`src/sv/fss_pkg.sv`:
```
package fss_pkg;

   localparam int PATTERN_MAX_DEFAULT = 16;
   localparam int QUEUE_DEPTH_DEFAULT = 2;

   localparam int CSR_INDEX_W = 2;
   localparam int CSR_DATA_W  = 64;
   localparam int PAT_LEN_W   = 5;

   typedef enum logic [CSR_INDEX_W-1:0] {
      CSR_PATTERN_FIRST  = 2'd0,
      CSR_PATTERN_LAST   = 2'd1,
      CSR_PATTERN_LENGTH = 2'd2
   } csr_index_type;

   localparam logic [7:0] SCORE_PREFIX    = 8'd100;
   localparam logic [7:0] SCORE_SUBSTRING = 8'd50;
   localparam logic [7:0] SCORE_STREAK    = 8'd5;
   localparam logic [7:0] SCORE_HIT       = 8'd1;
   localparam logic [7:0] SCORE_BOUNDARY  = 8'd10;

   localparam logic [7:0] CHAR_UPPER_A    = 8'h41;
   localparam logic [7:0] CHAR_UPPER_Z    = 8'h5a;
   localparam logic [7:0] CHAR_CASE_SHIFT = 8'h20;
   localparam logic [7:0] CHAR_SPACE      = 8'h20;
   localparam logic [7:0] CHAR_UNDERSCORE = 8'h5f;
   localparam logic [7:0] CHAR_DASH       = 8'h2d;
   localparam logic [7:0] CHAR_GREATER    = 8'h3e;
   localparam logic [7:0] CHAR_SLASH      = 8'h2f;

   typedef struct packed {
      logic [7:0] text_char;
      logic       last_char;
   } req_type;

   typedef struct packed {
      logic       matched;
      logic [7:0] score;
   } rsp_type;

   typedef struct packed {
      logic [7:0] ch;
      logic       separator;
      logic       last;
   } char_type;

   function automatic logic [7:0] fold(input logic [7:0] c);
      logic [7:0] r;
      r = c;
      if (c >= CHAR_UPPER_A && c <= CHAR_UPPER_Z) begin
         r = c + CHAR_CASE_SHIFT;
      end
      return r;
   endfunction

   function automatic logic is_separator(input logic [7:0] c);
      return (c == CHAR_SPACE) || (c == CHAR_UNDERSCORE) || (c == CHAR_DASH) ||
             (c == CHAR_GREATER) || (c == CHAR_SLASH);
   endfunction

endpackage

```
`src/sv/fuzzy_subsequence_scorer_core.sv`:
```
// fuzzy subsequence scorer
// scores a text, one ascii byte per word, against a pattern of up to PATTERN_MAX chars
// request queue: drive req_data and raise req_push; the word is taken on an edge with
//   req_full low; mark the final char of each text with last_char
// response queue: one word per text; while rsp_empty is low rsp_data holds the oldest
//   result, taken on an edge with rsp_pop high
// csr port: csr_write with csr_index 0/1 loads pattern bytes 0-7 / 8-15, index 2 loads
//   the pattern length; write only while no text is in flight
// throughput: one char per cycle, set by the single-cycle window compare and score
//   update in the back end
// latency: a last char taken at edge t gives a result visible after edge t+1
//   (one cycle in the char queue; scoring feeds the response queue directly)
// stall: when the response queue fills, the scoring stage holds on the next last char;
//   the char queue then fills and req_full rises, no word is dropped
// reset: empties both queues, clears pattern registers and per-text state
module fuzzy_subsequence_scorer_core #(
   parameter int PATTERN_MAX = fss_pkg::PATTERN_MAX_DEFAULT,
   parameter int QUEUE_DEPTH = fss_pkg::QUEUE_DEPTH_DEFAULT
) (
   input  logic                            clock,
   input  logic                            reset,
   input  logic                            req_push,
   input  fss_pkg::req_type                req_data,
   output logic                            req_full,
   output logic                            rsp_empty,
   input  logic                            rsp_pop,
   output fss_pkg::rsp_type                rsp_data,
   input  logic                            csr_write,
   input  logic [fss_pkg::CSR_INDEX_W-1:0] csr_index,
   input  logic [fss_pkg::CSR_DATA_W-1:0]  csr_data
);

   logic              char_valid;
   logic              char_ready;
   fss_pkg::char_type char_word;
   logic              result_push;
   logic              result_full;
   fss_pkg::rsp_type  result_word;

   fss_front #(
      .QUEUE_DEPTH (QUEUE_DEPTH)
   ) u_front (
      .clock     (clock),
      .reset     (reset),
      .req_push  (req_push),
      .req_data  (req_data),
      .req_full  (req_full),
      .out_valid (char_valid),
      .out_word  (char_word),
      .out_ready (char_ready)
   );

   fss_back #(
      .PATTERN_MAX (PATTERN_MAX)
   ) u_back (
      .clock     (clock),
      .reset     (reset),
      .csr_write (csr_write),
      .csr_index (csr_index),
      .csr_data  (csr_data),
      .in_valid  (char_valid),
      .in_word   (char_word),
      .in_ready  (char_ready),
      .out_push  (result_push),
      .out_word  (result_word),
      .out_full  (result_full)
   );

   fss_fifo #(
      .WIDTH ($bits(fss_pkg::rsp_type)),
      .DEPTH (QUEUE_DEPTH)
   ) u_rsp_queue (
      .clock    (clock),
      .reset    (reset),
      .push     (result_push),
      .data_in  (result_word),
      .full     (result_full),
      .pop      (rsp_pop),
      .data_out (rsp_data),
      .empty    (rsp_empty)
   );

endmodule

```
`src/sv/fss_fifo.sv`:
```
module fss_fifo #(
   parameter int WIDTH = 8,
   parameter int DEPTH = fss_pkg::QUEUE_DEPTH_DEFAULT
) (
   input  logic             clock,
   input  logic             reset,
   input  logic             push,
   input  logic [WIDTH-1:0] data_in,
   output logic             full,
   input  logic             pop,
   output logic [WIDTH-1:0] data_out,
   output logic             empty
);

   localparam int PTR_W = (DEPTH > 1) ? $clog2(DEPTH) : 1;
   localparam int CNT_W = $clog2(DEPTH + 1);
   localparam logic [PTR_W-1:0] PTR_LAST = PTR_W'(DEPTH - 1);
   localparam logic [CNT_W-1:0] CNT_FULL = CNT_W'(DEPTH);

   logic [WIDTH-1:0] mem_ff [DEPTH];
   logic [PTR_W-1:0] wr_ptr_ff, wr_ptr_in;
   logic [PTR_W-1:0] rd_ptr_ff, rd_ptr_in;
   logic [CNT_W-1:0] count_ff, count_in;
   logic             push_ok;
   logic             pop_ok;

   assign full     = (count_ff == CNT_FULL);
   assign empty    = (count_ff == '0);
   assign push_ok  = push && !full;
   assign pop_ok   = pop && !empty;
   assign data_out = mem_ff[rd_ptr_ff];

   always_comb begin
      wr_ptr_in = wr_ptr_ff;
      rd_ptr_in = rd_ptr_ff;
      count_in  = count_ff;
      if (push_ok) begin
         wr_ptr_in = (wr_ptr_ff == PTR_LAST) ? '0 : wr_ptr_ff + PTR_W'(1);
      end
      if (pop_ok) begin
         rd_ptr_in = (rd_ptr_ff == PTR_LAST) ? '0 : rd_ptr_ff + PTR_W'(1);
      end
      if (push_ok && !pop_ok) begin
         count_in = count_ff + CNT_W'(1);
      end else if (pop_ok && !push_ok) begin
         count_in = count_ff - CNT_W'(1);
      end
   end

   always_ff @(posedge clock) begin
      if (reset) begin
         wr_ptr_ff <= '0;
         rd_ptr_ff <= '0;
         count_ff  <= '0;
      end else begin
         wr_ptr_ff <= wr_ptr_in;
         rd_ptr_ff <= rd_ptr_in;
         count_ff  <= count_in;
      end
   end

   always_ff @(posedge clock) begin
      if (push_ok) begin
         mem_ff[wr_ptr_ff] <= data_in;
      end
   end

endmodule

```
`src/sv/fss_front.sv`:
```
module fss_front #(
   parameter int QUEUE_DEPTH = fss_pkg::QUEUE_DEPTH_DEFAULT
) (
   input  logic               clock,
   input  logic               reset,
   input  logic               req_push,
   input  fss_pkg::req_type   req_data,
   output logic               req_full,
   output logic               out_valid,
   output fss_pkg::char_type  out_word,
   input  logic               out_ready
);

   fss_pkg::char_type classed;
   logic              queue_empty;

   // fold case and tag separators before queueing
   always_comb begin
      classed.ch        = fss_pkg::fold(req_data.text_char);
      classed.separator = fss_pkg::is_separator(classed.ch);
      classed.last      = req_data.last_char;
   end

   fss_fifo #(
      .WIDTH ($bits(fss_pkg::char_type)),
      .DEPTH (QUEUE_DEPTH)
   ) u_char_queue (
      .clock    (clock),
      .reset    (reset),
      .push     (req_push),
      .data_in  (classed),
      .full     (req_full),
      .pop      (out_ready),
      .data_out (out_word),
      .empty    (queue_empty)
   );

   assign out_valid = !queue_empty;

endmodule

```
`src/sv/fss_back.sv`:
```
module fss_back #(
   parameter int PATTERN_MAX = fss_pkg::PATTERN_MAX_DEFAULT
) (
   input  logic                               clock,
   input  logic                               reset,
   input  logic                               csr_write,
   input  logic [fss_pkg::CSR_INDEX_W-1:0]    csr_index,
   input  logic [fss_pkg::CSR_DATA_W-1:0]     csr_data,
   input  logic                               in_valid,
   input  fss_pkg::char_type                  in_word,
   output logic                               in_ready,
   output logic                               out_push,
   output fss_pkg::rsp_type                   out_word,
   input  logic                               out_full
);

   localparam int LEN_W = $clog2(PATTERN_MAX + 1);
   localparam int IDX_W = (PATTERN_MAX > 1) ? $clog2(PATTERN_MAX) : 1;
   localparam logic [LEN_W-1:0] LEN_MAX = LEN_W'(PATTERN_MAX);
   localparam logic [fss_pkg::PAT_LEN_W-1:0] LEN_MAX_CSR = fss_pkg::PAT_LEN_W'(PATTERN_MAX);

   logic [fss_pkg::CSR_DATA_W-1:0] pattern_first_ff;
   logic [fss_pkg::CSR_DATA_W-1:0] pattern_last_ff;
   logic [fss_pkg::PAT_LEN_W-1:0]  pattern_length_ff;
   logic [2*fss_pkg::CSR_DATA_W-1:0] pattern_all;
   logic [7:0]       pat [PATTERN_MAX];
   logic [LEN_W-1:0] len;

   logic [7:0]       recent_ff [PATTERN_MAX];
   logic [7:0]       win [PATTERN_MAX];
   logic [LEN_W-1:0] chars_seen_ff, chars_seen_in;
   logic             substring_seen_ff, substring_seen_in;
   logic             prefix_seen_ff, prefix_seen_in;
   logic [LEN_W-1:0] next_pos_ff, next_pos_in;
   logic [7:0]       running_score_ff, running_score_in;
   logic             previous_hit_ff, previous_hit_in;
   logic             at_boundary_ff, at_boundary_in;

   logic             take;
   logic [LEN_W:0]   seen_plus;
   logic             sub_hit;
   logic [LEN_W-1:0] j;
   logic [7:0]       pat_next;

   // configuration registers
   always_ff @(posedge clock) begin
      if (reset) begin
         pattern_first_ff  <= '0;
         pattern_last_ff   <= '0;
         pattern_length_ff <= '0;
      end else if (csr_write) begin
         unique case (csr_index)
            fss_pkg::CSR_PATTERN_FIRST:  pattern_first_ff  <= csr_data;
            fss_pkg::CSR_PATTERN_LAST:   pattern_last_ff   <= csr_data;
            fss_pkg::CSR_PATTERN_LENGTH: pattern_length_ff <= csr_data[fss_pkg::PAT_LEN_W-1:0];
            default: ;
         endcase
      end
   end

   assign pattern_all = {pattern_last_ff, pattern_first_ff};

   always_comb begin
      for (int k = 0; k < PATTERN_MAX; k++) begin
         pat[k] = fss_pkg::fold(pattern_all[8*k +: 8]);
      end
   end

   assign len = (pattern_length_ff > LEN_MAX_CSR) ? LEN_MAX : pattern_length_ff[LEN_W-1:0];

   assign in_ready = !(in_word.last && out_full);
   assign take     = in_valid && in_ready;
   assign out_push = take && in_word.last;

   always_comb begin
      win[0] = in_word.ch;
      for (int k = 1; k < PATTERN_MAX; k++) begin
         win[k] = recent_ff[k-1];
      end
   end

   always_comb begin
      chars_seen_in     = chars_seen_ff;
      substring_seen_in = substring_seen_ff;
      prefix_seen_in    = prefix_seen_ff;
      next_pos_in       = next_pos_ff;
      running_score_in  = running_score_ff;
      previous_hit_in   = previous_hit_ff;
      at_boundary_in    = in_word.separator;
      j                 = '0;

      if (chars_seen_ff != LEN_MAX) begin
         chars_seen_in = chars_seen_ff + LEN_W'(1);
      end

      // substring ending at this character
      seen_plus = {1'b0, chars_seen_ff} + (LEN_W+1)'(1);
      sub_hit   = (len != '0) && (seen_plus >= {1'b0, len});
      for (int i = 0; i < PATTERN_MAX; i++) begin
         if (LEN_W'(i) < len) begin
            j = len - LEN_W'(i) - LEN_W'(1);
            if (win[j[IDX_W-1:0]] != pat[i]) begin
               sub_hit = 1'b0;
            end
         end
      end
      if (sub_hit) begin
         substring_seen_in = 1'b1;
         if (seen_plus == {1'b0, len}) begin
            prefix_seen_in = 1'b1;
         end
      end

      // greedy subsequence
      pat_next = pat[next_pos_ff[IDX_W-1:0]];
      if (next_pos_ff < len) begin
         if (in_word.ch == pat_next) begin
            next_pos_in      = next_pos_ff + LEN_W'(1);
            running_score_in = running_score_ff +
                               (previous_hit_ff ? fss_pkg::SCORE_STREAK : fss_pkg::SCORE_HIT) +
                               (at_boundary_ff ? fss_pkg::SCORE_BOUNDARY : 8'd0);
            previous_hit_in  = 1'b1;
         end else begin
            previous_hit_in  = 1'b0;
         end
      end

      if (len == '0) begin
         out_word.matched = 1'b1;
         out_word.score   = 8'd0;
      end else if (substring_seen_in) begin
         out_word.matched = 1'b1;
         out_word.score   = prefix_seen_in ? fss_pkg::SCORE_PREFIX : fss_pkg::SCORE_SUBSTRING;
      end else if (next_pos_in == len) begin
         out_word.matched = 1'b1;
         out_word.score   = running_score_in;
      end else begin
         out_word.matched = 1'b0;
         out_word.score   = 8'd0;
      end
   end

   always_ff @(posedge clock) begin
      if (reset || (take && in_word.last)) begin
         chars_seen_ff     <= '0;
         substring_seen_ff <= 1'b0;
         prefix_seen_ff    <= 1'b0;
         next_pos_ff       <= '0;
         running_score_ff  <= '0;
         previous_hit_ff   <= 1'b0;
         at_boundary_ff    <= 1'b1;
      end else if (take) begin
         chars_seen_ff     <= chars_seen_in;
         substring_seen_ff <= substring_seen_in;
         prefix_seen_ff    <= prefix_seen_in;
         next_pos_ff       <= next_pos_in;
         running_score_ff  <= running_score_in;
         previous_hit_ff   <= previous_hit_in;
         at_boundary_ff    <= at_boundary_in;
      end
   end

   always_ff @(posedge clock) begin
      if (take) begin
         for (int k = 0; k < PATTERN_MAX; k++) begin
            recent_ff[k] <= win[k];
         end
      end
   end

   a_clear_after_last: assert property (@(posedge clock) disable iff (reset)
      (take && in_word.last) |=> (chars_seen_ff == '0 && next_pos_ff == '0 && at_boundary_ff))
      else $error("per-text state not cleared after last word");

   a_seen_bound: assert property (@(posedge clock) disable iff (reset)
      chars_seen_ff <= LEN_MAX)
      else $error("chars_seen past saturation");

   a_prefix_implies_sub: assert property (@(posedge clock) disable iff (reset)
      prefix_seen_ff |-> substring_seen_ff)
      else $error("prefix flagged without substring");

   a_no_score_without_hit: assert property (@(posedge clock) disable iff (reset)
      (next_pos_ff == '0) |-> (running_score_ff == '0 && !previous_hit_ff))
      else $error("score without any hit");

   a_unmatched_zero: assert property (@(posedge clock) disable iff (reset)
      (out_push && !out_word.matched) |-> (out_word.score == 8'd0))
      else $error("nonzero score on unmatched result");

endmodule

```
`config.mk`:
```
export PLATFORM = sky130hd
export DESIGN_NAME = fuzzy_subsequence_scorer_core
export DESIGN_NICKNAME = d
export VERILOG_FILES = /design/src/sv/fss_pkg.sv /design/src/sv/fuzzy_subsequence_scorer_core.sv /design/src/sv/fss_fifo.sv /design/src/sv/fss_front.sv /design/src/sv/fss_back.sv
export SDC_FILE = /design/constraint.sdc
export NUM_CORES = 1
export LEC_CHECK = 0
export BUFFER_PORTS_ARGS = -buffer_cell sky130_fd_sc_hd__clkbuf_2
export CAP_MARGIN = 20
export CELL_PAD_IN_SITES_DETAIL_PLACEMENT = 1
export CELL_PAD_IN_SITES_GLOBAL_PLACEMENT = 1
export CORE_MARGIN = 3
export CORE_UTILIZATION = 40
export CTS_CLUSTER_SIZE = 8
export DETAILED_ROUTE_END_ITERATION = 10
export GPL_TIMING_DRIVEN = 1
export PLACE_DENSITY_LB_ADDON = 0.1
export SLEW_MARGIN = 20
export SYNTH_ARGS = -nofsm -noshare
export SYNTH_HDL_FRONTEND = slang
export SYNTH_HIERARCHICAL = 1
export SYNTH_SLANG_ARGS = --single-unit
```
`constraint.sdc`:
```
create_clock -name clock -period 6.6 [get_ports clock]
set_input_delay 1.32 -clock clock [delete_from_list [all_inputs] [get_ports clock]]
set_output_delay 1.32 -clock clock [all_outputs]
set_load 0.05 [all_outputs]
```
==> flow_summary.toml <==
[status]
status = "complete, no violations"

[clock_network]
cts_tree = "built"
htree_levels = 2
clk_latency_ps = 630
clk_pin_slew_ps = 70
cts_inserted_buffers = 46
cts_hold_buf = 0
clock-sinks = 323
clock_path_buffers = 3
ctsResizeCount = 0
cts-root-buf = "clkbuf_16"
cts_setup_buffers = 0

[layout]
final_common_cell = "nand2_1"
fin_area_mm2 = 0.0287
final_cells = 3817
utilization_pct = 45.1
fin_nets = 3066
final_layout_size_suffix_gt1_share_pct = 15.3
layout_common_cells = "nand2_1, mux2i_1, a21oi_1"
area_growth_pct = 10.5

[synth]
synth_top_family_by_area = "multiplexers"
async_flop_share_pct = 0
synth_mux_area_share_pct = 20.7
synth-simple-area-share_pct = 18.4
synth_xor_area_share_pct = 5.42
syn_area_mm2 = 0.0260
synth_compound_area_share_pct = 18.0
syn_area_per_cell_um2 = 8.91
syn-num-nets = 3040
synthFlopType = "dfxtp_1"
synth_cells = 2918
ys_seq_elements = 323
yosys_warnings = 6
ys_seq_area_share_pct = 30.9
synth_edf_count = 158
synthAdderAreaFrac_pct = 2.05
yosysUniqueCellTypes = 108

[placement]
place_congestion = 1.08
io_buffer_count = 90
dp_cells = 3742
dpl.hpwl_um = 101000
post_dp_cell_area_mm2 = 0.0274

[timing]
fin_crit_sh_pct = 91.8
fin_worst_skew_ps = 58.7
fmax_ghz = 0.165
slew_violations = 0
setup_tns_ps = 0
hold_viol = 0
worst_pin_slew_ps = 1200
slew_headroom_pct = 18.9
finalSetupViolCount = 0
rsz0062_at_grt = "no"
fin_crit_ps = 6060

[global_route]
antenna_found_initial = 8
grt_max_degree = 87
track_usage_pct = 37.5
grt_pass1_wl_um = 185000
grt_pass1_vias = 24721
gr-total-overflow = 0

[power_and_ir_drop]
p_int_mw = 6.01
ir_drop_uv = 302
power_mw = 11.3
p_sw_share_pct = 46.8
pwr-share-seq_pct = 33.9
switchingPower_mw = 5.28
powerDensity_mw_per_mm2 = 393
total_leakage_power_nw = 10.4
pwr-share-comb_pct = 46.1
p_clk_share_pct = 19.9

[drt]
drcViolationCount = 0
firstDrtPassIters = 6
ant_nets = 0
wire_per_inst_um = 34.2
viasPerCell = 6.75
dr.first_iter.drc_count = 2966
vias = 25777
wirelength_um = 131000

[floorplan]
num_io_pins = 91
die_width_um = 261
fp-row-count = 92
fp.dieH_um = 261
core-area_mm2 = 0.0637
initial_utilization_pct = 40.9
die_area_mm2 = 0.0681

[worst_hold_path]
worstHoldPathType = "register to register"

[critical_path]
path_class = "register to register"
cp_max_fo = 48
crit_arrival_ps = 6520
end_kind = "register"
start_kind = "register"
critPathRequiredTime_ps = 7060

[run]
cap_violations = 0
metal layers:
metal | routed length [um] | up-vias | track usage (%)
met2 | 55300 | 1319 | 56.5
met1 | 54300 | 13132 | 50.3
li1 | - | 11005 | -
met3 | 12900 | 317 | 9.31
met5 | 29 | - | 0
met4 | 7920 | 4 | 18.5
path summary, 6_finish.rpt:
path	slack [ps]	endpoint	cells after the start	startpoint
worst min register to register	500	u_back/substring_seen_ff	2	u_back/substring_seen_ff
worst max-delay path	540	u_rsp_queue/mem_ff[0][4]	18	u_back/pattern_length_ff[0]
worst min-delay path	500	u_back/substring_seen_ff	2	u_back/substring_seen_ff
worst max register to register	540	u_rsp_queue/mem_ff[0][4]	18	u_back/pattern_length_ff[0]
critical path: stages, from the launching register on:
cell and delay, ps:
dfxtp_4 530, nor2b_4 280, inv_4 100, ha_4 810
buf_4 390, mux2_2 440, a211oi_1 190, nor4_1 70
nor4_1 330, buf_4 170, xnor2_1 170, o2111ai_1 160
nor3_1 440, nand4_1 210, a221oi_1 390, nand4_1 470
and2_1 380, nor2_1 170, o21a_1 170
per-stage QoR:
stage,hold slack [ps],setup slack [ps]
finish,496,540
global route,517,314
CTS,498,657
detailed placement,486,731
global placement,451,799
floorplan,424,1280
Yosys cell counts (19+ instances only):
master | count | share of area (%)
a211oi_1 | 42 | 1.2
a21oi_1 | 237 | 4.6
a22oi_1 | 40 | 1.2
a31oi_1 | 35 | 0.84
and3_1 | 19 | 0.46
buf_1 | 25 | 0.36
buf_2 | 55 | 1.1
clkbuf_1 | 107 | 1.5
dfxtp_1 | 165 | 13
edfxtp_1 | 158 | 18
ha_1 | 41 | 2.0
inv_1 | 37 | 0.53
mux2_2 | 61 | 2.6
mux2i_1 | 313 | 12
mux4_2 | 69 | 6.0
nand2_1 | 445 | 6.4
nand2b_1 | 27 | 0.65
nand3_1 | 45 | 0.87
nand4_1 | 22 | 0.53
nor2_1 | 181 | 2.6
nor2b_1 | 24 | 0.58
nor3_1 | 65 | 1.3
nor3b_1 | 20 | 0.58
nor4_1 | 29 | 0.70
o211ai_1 | 21 | 0.61
o21ai_0 | 59 | 1.1
o22ai_1 | 37 | 0.89
or3_1 | 28 | 0.67
xnor2_1 | 79 | 2.7
xor2_1 | 77 | 2.6
sequential cells by signal (all words and copies together), names as in the netlist, 2 cells and up, named ones only:
register	flops
u_back/recent_ff	120
u_back/pattern_first_ff	64
u_back/pattern_last_ff	64
u_front/u_char_queue/mem_ff	20
u_rsp_queue/mem_ff	18
u_back/running_score_ff	8
u_back/chars_seen_ff	5
u_back/next_pos_ff	5
u_back/pattern_length_ff	5
u_front/u_char_queue/count_ff	2
u_rsp_queue/count_ff	2
power by group through the flow:
stage          clock (mW)  combinational, mW  sequential, mW
2_1_floorplan           0               3.21            3.33
3_3_place_gp            0               4.94            3.78
3_5_place_dp            0               5.02            3.80
4_1_cts              2.31               5.04            3.77
5_1_grt              2.39               5.45            3.87
6_report             2.25               5.21            3.83
logic make-up after synthesis:
| group | count (synthesis) |
|---|---|
| simple gates | 1004 |
| compound gates | 693 |
| mux | 443 |
| flops | 323 |
| buf+inv | 255 |
| xor+xnor | 158 |
| fa+ha+maj | 42 |
area by class of cell:
class,instances,area (um2)
well taps,846,1060
repair buffers,191,1220
clock buffers,69,1260
flip-flops and latches,323,8050
inverters,42,163
multi-input cells,2340,16900
clock inverters,3,70.1
fillers,7314,34900
diodes,3,7.51
No activity file was read; power rests on OpenSTA's default activity.
